**config.mk**
```make
export PLATFORM = sky130hd
export DESIGN_NAME = calibrated_touch_detector_core_flat
export DESIGN_NICKNAME = d
export VERILOG_FILES = /design/src/design/ctd_pkg.sv /design/src/design/ctd_sample_if.sv /design/src/design/ctd_event_if.sv /design/src/design/ctd_regs.sv /design/src/design/ctd_dp.sv /design/src/design/ctd_ctrl.sv /design/src/design/calibrated_touch_detector_core.sv /design/src/flat_wrapper.sv
export SDC_FILE = /design/constraint.sdc
export NUM_CORES = 2
export LEC_CHECK = 0
export BUFFER_PORTS_ARGS = -buffer_cell sky130_fd_sc_hd__buf_2
export CAP_MARGIN = 20
export CORE_ASPECT_RATIO = 1.5
export CORE_MARGIN = 4
export CORE_UTILIZATION = 55
export DETAILED_ROUTE_END_ITERATION = 8
export HOLD_SLACK_MARGIN = 0.1
export MAX_ROUTING_LAYER = met4
export PLACE_DENSITY_LB_ADDON = 0.08
export RECOVER_POWER = 25
export REMOVE_ABC_BUFFERS = 1
export SLEW_MARGIN = 0
export SYNTH_ARGS = -nofsm -noshare
export SYNTH_HDL_FRONTEND = slang
export SYNTH_HIERARCHICAL = 1
export SYNTH_SLANG_ARGS = --single-unit
```
**constraint.sdc**
```tcl
create_clock -name clk_i -period 9.4 [get_ports clk_i]
set_input_delay 0.47 -clock clk_i [delete_from_list [all_inputs] [get_ports clk_i]]
set_output_delay 0.47 -clock clk_i [all_outputs]
set_load 0.05 [all_outputs]
```
**src/design/ctd_pkg.sv**
```systemverilog
// Shared constants, codes and controller/datapath command and status types of the touch detector.
package ctd_pkg;

  // Field widths
  localparam int SAMPLE_W = 12;
  localparam int LEVEL_W  = 15;
  localparam int HOLD_W   = 16;
  localparam int GAIN_W   = 3;
  localparam int KIND_W   = 2;

  // Configuration port
  localparam int PADDR_W = 3;
  localparam int PDATA_W = 32;

  // Register indexes, decoded from paddr[2]
  localparam logic REG_HOLD_SAMPLES = 1'b0;
  localparam logic REG_SPREAD_GAIN  = 1'b1;

  // Register reset values
  localparam logic [HOLD_W-1:0] HOLD_SAMPLES_RST = HOLD_W'(100);
  localparam logic [GAIN_W-1:0] SPREAD_GAIN_RST  = GAIN_W'(3);

  // Default window length
  localparam int WINDOW_LENGTH_DEF = 64;

  // Event kinds
  localparam logic [KIND_W-1:0] KIND_PRESS      = 2'd0;
  localparam logic [KIND_W-1:0] KIND_RELEASE    = 2'd1;
  localparam logic [KIND_W-1:0] KIND_CALIBRATED = 2'd2;

  // Saturation limits
  localparam logic [LEVEL_W-1:0] DEV_LIMIT   = 15'h7FFF;
  localparam logic [LEVEL_W-1:0] LEVEL_LIMIT = 15'h7FFF;

  // Commands from the controller to the datapath
  typedef struct packed {
    logic wr_en;      // store the accepted sample
    logic rd_en;      // read one store entry
    logic rd_dev;     // read belongs to the deviation pass
    logic rd_first;   // first entry of a pass
    logic mean_load;  // form the window mean from the total
    logic save_win0;  // keep the first window's mean
    logic eval;       // form threshold candidate and stability flag
    logic commit;     // take the threshold and report calibration
    logic det_en;     // run one detection step
  } ctd_cmd_t;

  // Status from the datapath to the controller
  typedef struct packed {
    logic out_free;   // output register can take a result this cycle
    logic stable;     // second window is stable against the first mean
  } ctd_sts_t;

endpackage

```
**src/design/ctd_sample_if.sv**
```systemverilog
// Sample channel: valid/ready handshake carrying one converter reading.
interface ctd_sample_if import ctd_pkg::*; ();
  logic                valid;
  logic                ready;
  logic [SAMPLE_W-1:0] sample;

  modport source (output valid, output sample, input ready);
  modport sink (input valid, input sample, output ready);
endinterface

```
**src/design/ctd_event_if.sv**
```systemverilog
// Event channel: valid/ready handshake carrying one touch event.
interface ctd_event_if import ctd_pkg::*; ();
  logic               valid;
  logic               ready;
  logic [KIND_W-1:0]  event_kind;
  logic [LEVEL_W-1:0] threshold_level;

  modport source (output valid, output event_kind, output threshold_level, input ready);
  modport sink (input valid, input event_kind, input threshold_level, output ready);
endinterface

```
**src/design/ctd_regs.sv**
```systemverilog
// APB configuration registers: hold count and spread gain.
module ctd_regs import ctd_pkg::*; (
  input  logic               clk_i,
  input  logic               rst_ni,
  input  logic               psel,
  input  logic               penable,
  input  logic               pwrite,
  input  logic [PADDR_W-1:0] paddr,
  input  logic [PDATA_W-1:0] pwdata,
  output logic [PDATA_W-1:0] prdata,
  output logic               pready,
  output logic [HOLD_W-1:0]  hold_samples_o,
  output logic [GAIN_W-1:0]  spread_gain_o
);

  logic [HOLD_W-1:0] hold_samples_q;
  logic [GAIN_W-1:0] spread_gain_q;
  logic              wr_en;

  assign pready = 1'b1;
  assign wr_en  = psel && penable && pwrite && pready;

  // Write on the access phase
  always_ff @(posedge clk_i or negedge rst_ni) begin
    if (!rst_ni) begin
      hold_samples_q <= HOLD_SAMPLES_RST;
      spread_gain_q  <= SPREAD_GAIN_RST;
    end else if (wr_en) begin
      unique case (paddr[2])
        REG_HOLD_SAMPLES: hold_samples_q <= pwdata[HOLD_W-1:0];
        REG_SPREAD_GAIN:  spread_gain_q  <= pwdata[GAIN_W-1:0];
        default: ;
      endcase
    end
  end

  // Read back
  always_comb begin
    unique case (paddr[2])
      REG_HOLD_SAMPLES: prdata = PDATA_W'(hold_samples_q);
      REG_SPREAD_GAIN:  prdata = PDATA_W'(spread_gain_q);
      default:          prdata = '0;
    endcase
  end

  assign hold_samples_o = hold_samples_q;
  assign spread_gain_o  = spread_gain_q;

endmodule

```
**src/design/ctd_dp.sv**
```systemverilog
// Datapath: sample store, window statistics, reciprocal mean, detection and output register.
module ctd_dp import ctd_pkg::*; #(
  parameter int WINDOW_LENGTH = WINDOW_LENGTH_DEF,
  localparam int Depth = 2 * WINDOW_LENGTH,
  localparam int AW    = $clog2(Depth),
  localparam int DW    = SAMPLE_W + $clog2(WINDOW_LENGTH + 1)
) (
  input  logic                clk_i,
  input  logic                rst_ni,
  input  ctd_cmd_t            cmd_i,
  input  logic [AW-1:0]       addr_i,
  input  logic [SAMPLE_W-1:0] sample_i,
  input  logic [HOLD_W-1:0]   hold_samples_i,
  input  logic [GAIN_W-1:0]   spread_gain_i,
  input  logic                out_ready_i,
  output ctd_sts_t            sts_o,
  output logic                out_valid_o,
  output logic [KIND_W-1:0]   event_kind_o,
  output logic [LEVEL_W-1:0]  threshold_level_o
);

  // Reciprocal of the window length, exact for every total below 2**DW
  localparam int RecipShift = DW + $clog2(WINDOW_LENGTH);
  localparam int RecipW     = DW + 2;
  localparam logic [RecipW-1:0] Recip =
    RecipW'(((64'd1 << RecipShift) + 64'(WINDOW_LENGTH) - 64'd1) / 64'(WINDOW_LENGTH));

  // Sample store and read pipeline
  logic [SAMPLE_W-1:0] mem_q [Depth];
  logic [SAMPLE_W-1:0] rd_data_q;
  logic                rd_vld_q;
  logic                rd_dev_q;
  logic                rd_first_q;

  // Window statistics
  logic [DW-1:0]       total_q;
  logic [SAMPLE_W-1:0] peak_q;
  logic [LEVEL_W-1:0]  spread_q;
  logic [SAMPLE_W-1:0] mean_q;
  logic [SAMPLE_W-1:0] mean0_q;
  logic [LEVEL_W-1:0]  cand_q;
  logic                stable_q;

  // Detection state and output register
  logic [LEVEL_W-1:0]  thr_q;
  logic [HOLD_W-1:0]   hold_q;
  logic                evt_vld_q;
  logic [KIND_W-1:0]   evt_kind_q;
  logic [LEVEL_W-1:0]  evt_level_q;

  logic [DW+RecipW-1:0] mean_prod;
  logic [SAMPLE_W-1:0] abs_diff;
  logic [HOLD_W-1:0]   dev_sum;
  logic [SAMPLE_W-1:0] spread_amt;
  logic [LEVEL_W-1:0]  gain_prod;
  logic [LEVEL_W:0]    thr_sum;
  logic [LEVEL_W+1:0]  hi_sum;
  logic [LEVEL_W+1:0]  lo_sum;
  logic                above;
  logic                emit;
  logic [KIND_W-1:0]   emit_kind;
  logic [LEVEL_W-1:0]  emit_level;
  logic [HOLD_W-1:0]   hold_d;

  // Store write and registered read share one address
  always_ff @(posedge clk_i) begin
    if (cmd_i.wr_en) begin
      mem_q[addr_i] <= sample_i;
    end
    rd_data_q <= mem_q[addr_i];
  end

  always_ff @(posedge clk_i or negedge rst_ni) begin
    if (!rst_ni) begin
      rd_vld_q   <= 1'b0;
      rd_dev_q   <= 1'b0;
      rd_first_q <= 1'b0;
    end else begin
      rd_vld_q   <= cmd_i.rd_en;
      rd_dev_q   <= cmd_i.rd_dev;
      rd_first_q <= cmd_i.rd_first;
    end
  end

  // Absolute deviation, saturated running sum
  assign abs_diff = (rd_data_q >= mean_q) ? (rd_data_q - mean_q) : (mean_q - rd_data_q);
  assign dev_sum  = (rd_first_q ? '0 : HOLD_W'(spread_q)) + HOLD_W'(abs_diff);

  // Truncated mean: total times reciprocal, high bits
  assign mean_prod = (DW+RecipW)'(total_q) * (DW+RecipW)'(Recip);

  // Sum/peak pass, deviation pass, mean
  always_ff @(posedge clk_i) begin
    if (rd_vld_q && !rd_dev_q) begin
      if (rd_first_q) begin
        total_q <= DW'(rd_data_q);
        peak_q  <= rd_data_q;
      end else begin
        total_q <= total_q + DW'(rd_data_q);
        if (rd_data_q > peak_q) begin
          peak_q <= rd_data_q;
        end
      end
    end
    if (rd_vld_q && rd_dev_q) begin
      spread_q <= (dev_sum > HOLD_W'(DEV_LIMIT)) ? DEV_LIMIT : dev_sum[LEVEL_W-1:0];
    end
    if (cmd_i.mean_load) begin
      mean_q <= mean_prod[RecipShift +: SAMPLE_W];
    end
    if (cmd_i.save_win0) begin
      mean0_q <= mean_q;
    end
    if (cmd_i.eval) begin
      cand_q   <= thr_sum[LEVEL_W] ? LEVEL_LIMIT : thr_sum[LEVEL_W-1:0];
      stable_q <= (hi_sum > (LEVEL_W+2)'(mean0_q)) && (lo_sum > (LEVEL_W+2)'(mean_q));
    end
  end

  // Threshold candidate and stability test on the second window
  assign spread_amt = peak_q - mean_q;
  assign gain_prod  = LEVEL_W'(spread_gain_i * spread_amt);
  assign thr_sum    = (LEVEL_W+1)'(mean_q) + (LEVEL_W+1)'(gain_prod);
  assign hi_sum     = (LEVEL_W+2)'(mean_q) + (LEVEL_W+2)'(spread_q);
  assign lo_sum     = (LEVEL_W+2)'(mean0_q) + (LEVEL_W+2)'(spread_q);

  // Detection step and calibration report
  assign above = LEVEL_W'(sample_i) > thr_q;

  always_comb begin
    emit       = 1'b0;
    emit_kind  = KIND_PRESS;
    emit_level = thr_q;
    hold_d     = hold_q;
    if (cmd_i.commit) begin
      emit       = 1'b1;
      emit_kind  = KIND_CALIBRATED;
      emit_level = cand_q;
    end else if (cmd_i.det_en) begin
      if (above) begin
        if (hold_q == '0) begin
          hold_d    = hold_samples_i;
          emit      = 1'b1;
          emit_kind = KIND_PRESS;
        end
      end else if (hold_q != '0) begin
        hold_d = hold_q - HOLD_W'(1);
        if (hold_q == HOLD_W'(1)) begin
          emit      = 1'b1;
          emit_kind = KIND_RELEASE;
        end
      end
    end
  end

  always_ff @(posedge clk_i or negedge rst_ni) begin
    if (!rst_ni) begin
      thr_q     <= '0;
      hold_q    <= '0;
      evt_vld_q <= 1'b0;
    end else begin
      hold_q <= hold_d;
      if (cmd_i.commit) begin
        thr_q <= cand_q;
      end
      if (emit) begin
        evt_vld_q <= 1'b1;
      end else if (out_ready_i) begin
        evt_vld_q <= 1'b0;
      end
    end
  end

  // Hold the result payload until the transfer
  always_ff @(posedge clk_i) begin
    if (emit) begin
      evt_kind_q  <= emit_kind;
      evt_level_q <= emit_level;
    end
  end

  assign sts_o.out_free    = !evt_vld_q || out_ready_i;
  assign sts_o.stable      = stable_q;
  assign out_valid_o       = evt_vld_q;
  assign event_kind_o      = evt_kind_q;
  assign threshold_level_o = evt_level_q;

endmodule

```
**src/design/ctd_ctrl.sv**
```systemverilog
// Controller: collection, two statistics passes per window, mean, evaluation, detection.
module ctd_ctrl import ctd_pkg::*; #(
  parameter int WINDOW_LENGTH = WINDOW_LENGTH_DEF,
  localparam int Depth = 2 * WINDOW_LENGTH,
  localparam int AW    = $clog2(Depth),
  localparam int KW    = $clog2(WINDOW_LENGTH)
) (
  input  logic          clk_i,
  input  logic          rst_ni,
  input  logic          in_valid_i,
  output logic          in_ready_o,
  input  ctd_sts_t      sts_i,
  output ctd_cmd_t      cmd_o,
  output logic [AW-1:0] addr_o
);

  typedef enum logic [3:0] {
    ST_COLLECT,
    ST_SUM,
    ST_SUM_WAIT,
    ST_MEAN,
    ST_DEV,
    ST_DEV_WAIT,
    ST_NEXT,
    ST_EVAL,
    ST_FINISH,
    ST_DETECT
  } state_e;

  state_e          state_q;
  logic [AW-1:0]   fill_q;
  logic [KW-1:0]   k_q;
  logic            win_q;

  logic            accept;
  logic            k_last;
  logic [AW-1:0]   win_base;

  assign in_ready_o = ((state_q == ST_COLLECT) || (state_q == ST_DETECT)) && sts_i.out_free;
  assign accept     = in_valid_i && in_ready_o;
  assign k_last     = k_q == KW'(WINDOW_LENGTH - 1);
  assign win_base   = win_q ? AW'(WINDOW_LENGTH) : '0;

  // Commands and store address
  always_comb begin
    cmd_o  = '0;
    addr_o = win_base + AW'(k_q);
    unique case (state_q)
      ST_COLLECT: begin
        cmd_o.wr_en = accept;
        addr_o      = fill_q;
      end
      ST_SUM: begin
        cmd_o.rd_en    = 1'b1;
        cmd_o.rd_first = k_q == '0;
      end
      ST_MEAN: cmd_o.mean_load = 1'b1;
      ST_DEV: begin
        cmd_o.rd_en    = 1'b1;
        cmd_o.rd_dev   = 1'b1;
        cmd_o.rd_first = k_q == '0;
      end
      ST_NEXT:   cmd_o.save_win0 = !win_q;
      ST_EVAL:   cmd_o.eval = 1'b1;
      ST_FINISH: cmd_o.commit = sts_i.out_free && sts_i.stable;
      ST_DETECT: cmd_o.det_en = accept;
      default: ;
    endcase
  end

  // Sequence state and counters
  always_ff @(posedge clk_i or negedge rst_ni) begin
    if (!rst_ni) begin
      state_q <= ST_COLLECT;
      fill_q  <= '0;
      k_q     <= '0;
      win_q   <= 1'b0;
    end else begin
      unique case (state_q)
        ST_COLLECT: begin
          if (accept) begin
            if (fill_q == AW'(Depth - 1)) begin
              fill_q  <= '0;
              k_q     <= '0;
              win_q   <= 1'b0;
              state_q <= ST_SUM;
            end else begin
              fill_q <= fill_q + AW'(1);
            end
          end
        end
        ST_SUM: begin
          if (k_last) begin
            k_q     <= '0;
            state_q <= ST_SUM_WAIT;
          end else begin
            k_q <= k_q + KW'(1);
          end
        end
        ST_SUM_WAIT: state_q <= ST_MEAN;
        ST_MEAN: begin
          k_q     <= '0;
          state_q <= ST_DEV;
        end
        ST_DEV: begin
          if (k_last) begin
            k_q     <= '0;
            state_q <= ST_DEV_WAIT;
          end else begin
            k_q <= k_q + KW'(1);
          end
        end
        ST_DEV_WAIT: state_q <= ST_NEXT;
        ST_NEXT: begin
          if (!win_q) begin
            win_q   <= 1'b1;
            state_q <= ST_SUM;
          end else begin
            state_q <= ST_EVAL;
          end
        end
        ST_EVAL: state_q <= ST_FINISH;
        ST_FINISH: begin
          if (sts_i.out_free) begin
            state_q <= sts_i.stable ? ST_DETECT : ST_COLLECT;
          end
        end
        ST_DETECT: state_q <= ST_DETECT;
        default:   state_q <= ST_COLLECT;
      endcase
    end
  end

endmodule

```
**src/design/calibrated_touch_detector_core.sv**
```systemverilog
// Calibrated touch detector: top level with channels, registers, controller and datapath.
//
// Samples arrive on smp_i (valid/ready); events leave on evt_o (valid/ready) with
// event_kind (press, release, calibration finished) and the current threshold_level.
// After reset the block calibrates: it takes 2*WINDOW_LENGTH samples, one per cycle,
// into its sample store. It then runs, per window, a sum/peak pass over the store,
// a step that forms the mean by reciprocal multiplication and a deviation pass,
// then evaluation and report, all with smp_i not ready. The store's single port
// sets the length of the passes. A stable result reports the threshold and
// starts detection; otherwise the store is filled again.
// While detecting, a sample is taken whenever the output register is free; a press or release is in the output
// register on the cycle after the sample transfer.
// The output register decouples the channels: a new sample is taken while the last
// event is being transferred, and a stalled receiver holds off smp_i only when a
// pending event has not been transferred yet.
// Reset clears the calibration, the threshold and the hold counter and loads the
// registers with hold_samples = 100 and spread_gain = 3 (APB, offsets 0 and 4).
module calibrated_touch_detector_core import ctd_pkg::*; #(
  parameter int WINDOW_LENGTH = WINDOW_LENGTH_DEF
) (
  input  logic               clk_i,
  input  logic               rst_ni,
  ctd_sample_if.sink         smp_i,
  ctd_event_if.source        evt_o,
  input  logic               psel,
  input  logic               penable,
  input  logic               pwrite,
  input  logic [PADDR_W-1:0] paddr,
  input  logic [PDATA_W-1:0] pwdata,
  output logic [PDATA_W-1:0] prdata,
  output logic               pready
);

  localparam int AW = $clog2(2 * WINDOW_LENGTH);

  logic [HOLD_W-1:0] hold_samples;
  logic [GAIN_W-1:0] spread_gain;
  ctd_cmd_t          cmd;
  ctd_sts_t          sts;
  logic [AW-1:0]     mem_addr;
  logic              in_ready;

  ctd_regs u_regs (
    .clk_i          (clk_i),
    .rst_ni         (rst_ni),
    .psel           (psel),
    .penable        (penable),
    .pwrite         (pwrite),
    .paddr          (paddr),
    .pwdata         (pwdata),
    .prdata         (prdata),
    .pready         (pready),
    .hold_samples_o (hold_samples),
    .spread_gain_o  (spread_gain)
  );

  ctd_ctrl #(.WINDOW_LENGTH(WINDOW_LENGTH)) u_ctrl (
    .clk_i      (clk_i),
    .rst_ni     (rst_ni),
    .in_valid_i (smp_i.valid),
    .in_ready_o (in_ready),
    .sts_i      (sts),
    .cmd_o      (cmd),
    .addr_o     (mem_addr)
  );

  ctd_dp #(.WINDOW_LENGTH(WINDOW_LENGTH)) u_dp (
    .clk_i             (clk_i),
    .rst_ni            (rst_ni),
    .cmd_i             (cmd),
    .addr_i            (mem_addr),
    .sample_i          (smp_i.sample),
    .hold_samples_i    (hold_samples),
    .spread_gain_i     (spread_gain),
    .out_ready_i       (evt_o.ready),
    .sts_o             (sts),
    .out_valid_o       (evt_o.valid),
    .event_kind_o      (evt_o.event_kind),
    .threshold_level_o (evt_o.threshold_level)
  );

  assign smp_i.ready = in_ready;

  // A sample is only taken when its possible event has room
  assert property (@(posedge clk_i) disable iff (!rst_ni)
    smp_i.ready |-> (!evt_o.valid || evt_o.ready))
    else $error("sample taken while output register is blocked");

  // Press and release events follow a sample transfer
  assert property (@(posedge clk_i) disable iff (!rst_ni)
    ($rose(evt_o.valid) && (evt_o.event_kind != KIND_CALIBRATED))
      |-> $past(smp_i.valid && smp_i.ready))
    else $error("press or release without a sample transfer");

endmodule
```
**src/flat_wrapper.sv**
```systemverilog
// flat-port wrapper written by rule: the top's interface ports become plain ports
module calibrated_touch_detector_core_flat import ctd_pkg::*;
#(
  parameter int WINDOW_LENGTH = WINDOW_LENGTH_DEF
)
  (clk_i, rst_ni, psel, penable, pwrite, paddr, pwdata, prdata, pready, smp_i_valid, smp_i_sample, smp_i_ready, evt_o_valid, evt_o_event_kind, evt_o_threshold_level, evt_o_ready);
  ctd_sample_if smp_i_i ();
  ctd_event_if evt_o_i ();
  input  logic clk_i;
  input  logic rst_ni;
  input  logic psel;
  input  logic penable;
  input  logic pwrite;
  input  logic [PADDR_W-1:0] paddr;
  input  logic [PDATA_W-1:0] pwdata;
  output logic [PDATA_W-1:0] prdata;
  output logic pready;
  input wire logic [$bits(smp_i_i.valid)-1:0] smp_i_valid;
  input wire logic [$bits(smp_i_i.sample)-1:0] smp_i_sample;
  output wire logic [$bits(smp_i_i.ready)-1:0] smp_i_ready;
  output wire logic [$bits(evt_o_i.valid)-1:0] evt_o_valid;
  output wire logic [$bits(evt_o_i.event_kind)-1:0] evt_o_event_kind;
  output wire logic [$bits(evt_o_i.threshold_level)-1:0] evt_o_threshold_level;
  input wire logic [$bits(evt_o_i.ready)-1:0] evt_o_ready;
  assign smp_i_i.valid = smp_i_valid;
  assign smp_i_i.sample = smp_i_sample;
  assign smp_i_ready = smp_i_i.ready;
  assign evt_o_valid = evt_o_i.valid;
  assign evt_o_event_kind = evt_o_i.event_kind;
  assign evt_o_threshold_level = evt_o_i.threshold_level;
  assign evt_o_i.ready = evt_o_ready;
  calibrated_touch_detector_core #(.WINDOW_LENGTH(WINDOW_LENGTH)) u_core (.clk_i(clk_i), .rst_ni(rst_ni), .smp_i(smp_i_i), .evt_o(evt_o_i), .psel(psel), .penable(penable), .pwrite(pwrite), .paddr(paddr), .pwdata(pwdata), .prdata(prdata), .pready(pready));
endmodule
```
==> run metrics <==
run status=complete, but fails checks; violated checks=max-capacitance violations, max-slew violations; most frequent cells in the layout=edfxtp_1, a22oi_1, nor2_1; die span in x=300 um; Post-synth EDFFs=1638; nets=slightly below 5000; Worst Path Arrival=between 6 and 7 ns; vias in the first global route=42583; Top delay family on crit path=simple AND/OR/NAND/NOR gates; Rows=160; initial core utilization=between 50% and 60%; cell area after synthesis=between 70000 and 80000 sq um; Worst-Skew Late Latency=0.80 ns; CP endpoint kind=register; area occupied by multi-input gates=around 18000 sq um; synth top area cells=edfxtp_1, a22oi_1, ha_1, dfrtp_1, a221oi_1; cell internal pwr=about 17 mW; type of origin of the critical path=register; first-pass GRT wire length=291 mm; initial antenna violation count=5; post-route worst setup slack=roughly 3.1 ns; post-layout util=61.8%; fill cell count=roughly 9500; register area=between 50000 and 60000 sq um; detailed placement HPWL=around 120 mm; total gr overflow=0; DR DRC count=0; Synth cell types=99; Total Routing Usage GR=30.9%; Slew @ Worst Pin=roughly 4.5 ns; Main synth FF type=edfxtp_1; synth-to-layout area growth=11.5%; Syn Inst Count=between 4000 and 5000; Clk pwr share=roughly 23%; maximum vdd drop=approximately 450 uV; Synth area leader=edfxtp_1; layout cell share with drive strength beyond 1=~12%; Vias/cell=approximately 6.6; die height=447 um; crit path max fanout=71; worst slack at placement=about 3.3 ns; most common cell after layout, fill and taps aside=edfxtp_1; gpl congestion=0.878; Crit path buffers/inverters=2; Syn Area/Cell=15.6 sq um; Resized Gates After CTS=0; total CTS buffers=roughly 160; post-synthesis sequential area ratio=between 70 and 80%; I/O pins=between 100 and 150; final wirelength=roughly 200 mm; clk sink count=~1700; Detail Route Antenna Nets=0; Critical Path RT=between 10 and 15 ns; worst hold path type=in -> reg; largest net degree at the start of global routing=97; critical path's largest stage delay=0.88 ns; leak pwr=26.0 nW; Slew Viols, Final=1199; RSZ-0062 raised after global routing=false; final number of setup-violating endpoints=0; Syn. warnings=6; core area=roughly 130000 sq um; clk buf depth=3; Psw=11.0 mW; Slew headroom=-200%; initial drt markers=around 4800; Reg power frac=between 30% and 40%; Max stage delay cell, worst path=nor4_4; post-synth top area share=about 70%; clock skew=around 0.026 ns; critical-path cell list=nor4_4, nand2_1, o21ai_4, buf_4, nand2b_1, nor2_4, buf_12, a221oi_1, a31oi_1, or3_1, nor4_2, o211ai_1; CTS tree=built; max cap viols=19; Yosys reg bits=about 1700; Max Clk Rate=about 160 MHz; drt wl/cell=about 31 um; Final Instance Area=78600 sq um; Via Count=43175; final hold vios=0; Fin Setup TNS=0 ns; DR pass1 iterations=6; htree depth=4; clock tree root buffer cell=clkbuf_16; Reg clk slew, reported paths=0.07 ns; Area after DPL=about 74000 sq um; Tcrit/Tclk final=66.5%; Crit Path Class=reg -> reg; Die ar.=~130000 sq um; combinational share of power=between 40% and 50%; Final Critical Period=~6.3 ns; port bufs=70; sw frac=roughly two fifths; PD cells=~350 nW/um^2; Post-synth ARST share=approximately 4.2%
flip-flops by register name, indices dropped and copies added (netlist names):
name                           cells
u_core/u_ctrl/win_q                1
u_core/u_dp/spread_q              15
u_core/u_dp/rd_first_q             1
u_core/u_dp/rd_dev_q               1
u_core/u_ctrl/fill_q               7
u_core/u_dp/event_kind_o           2
u_core/u_dp/threshold_level_o     15
u_core/u_dp/mem_q               1536
u_core/u_dp/rd_data_q             12
u_core/u_dp/out_valid_o            1
u_core/u_regs/spread_gain_o        3
u_core/u_dp/peak_q                12
u_core/u_ctrl/k_q                  6
u_core/u_ctrl/state_q              4
u_core/u_dp/mean_q                12
u_core/u_dp/hold_q                16
u_core/u_dp/total_q               18
u_core/u_dp/mean0_q               12
u_core/u_dp/thr_q                 15
u_core/u_regs/hold_samples_o      16
u_core/u_dp/cand_q                15
u_core/u_dp/rd_vld_q               1
u_core/u_dp/stable_q               1
worst min-delay path, cell delays in order:
cell     delay [ns]
buf_2          0.11
nand4_1        0.15
mux2_2         0.18
power groups by stage:
stage / sequential, mW / combinational, mW / clock [mW]
after floorplan: 9.31 / 7.51 / 0
after global placement: 9.39 / 11.8 / 0
after detailed placement: 9.40 / 11.9 / 0
after CTS: 9.24 / 12.0 / 6.30
after global routing: 9.28 / 12.8 / 6.62
final: 9.25 / 12.0 / 6.22
layer usage:
layer	wire [um]	track usage, %	vias to the layer above
li1	-	-	18545
met1	73200	37.2	22196
met2	103000	52.2	2025
met3	15800	4.44	409
met4	10600	13.5	0
met5	0	-	-
area by class of cell:
type	count	area share [%]
well taps	1701	2.71
clock buffers	208	5.35
multi-input cells	2424	22.4
repair buffers	298	2.79
clock inverters	71	0.876
flip-flops and latches	1722	65.2
diodes	12	0.0382
inverters	129	0.618
metrics by stage:
step | hold WS [ns] | std cells | total power [mW]
floorplan | 0.174 | 4275 | 16.8
global placement | 0.438 | 6250 | 21.2
detailed placement | 0.444 | 6256 | 21.3
CTS | 0.102 | 6553 | 27.5
global route | 0.144 | 6561 | 28.7
finish | 0.153 | 6565 | 27.5
Yosys cell counts, types with 11 or more instances:
master,number
edfxtp_1,1638
a22oi_1,455
nor2_1,232
nand2_1,178
ha_1,153
o21ai_0,130
inv_1,128
a221oi_1,122
a21oi_1,112
a22o_1,112
clkbuf_1,106
buf_2,104
nand4_1,92
a31oi_1,80
dfrtp_1,67
nand3_1,62
mux2_2,56
nor2b_1,52
nor3_1,52
xnor2_1,45
and2_1,30
mux2i_1,30
or3_1,30
fa_1,28
buf_4,26
o211ai_1,26
a21o_1,24
xor2_1,24
nand2b_1,22
a211oi_1,21
buf_1,20
a222oi_1,17
nor4_1,17
and3_1,15
o21a_1,15
dfxtp_1,12
or4_1,11
worst paths after layout:
| kind | startpoint | end | slack, ns | cells after the start |
|---|---|---|---|---|
| worst max-delay path | u_core/u_ctrl/state_q[0] | u_core/u_dp/rd_data_q[10] | 3.15 | 12 |
| worst min-delay path | pwrite | u_core/u_regs/spread_gain_o[0] | 0.15 | 3 |
| worst max register to register | u_core/u_ctrl/state_q[0] | u_core/u_dp/rd_data_q[10] | 3.15 | 12 |
| worst min register to register | u_core/u_dp/total_q[11] | u_core/u_dp/mean_q[5] | 0.46 | 0 |
| max in group asynchronous | rst_ni | u_core/u_regs/hold_samples_o[13] | 5.49 | 2 |
| min in group asynchronous | rst_ni | u_core/u_ctrl/fill_q[2] | 1.65 | 2 |
repair_timing:
item,in CTS,in global routing
endpoints found under the hold margin,88,0
buffers inserted,0,0
hold buffers,18,0
kinds of logic after synthesis:
group	synth area share (%)
AOI/OAI and AO/OA	12.7
buffers and inverters	2.55
adders and majority gates	3.51
other	0.0107
muxes	1.82
xor gates and xnor gates	0.857
DFF	72.7
and+or+nand+nor	5.87
No activity file was read; power rests on OpenSTA's default activity.
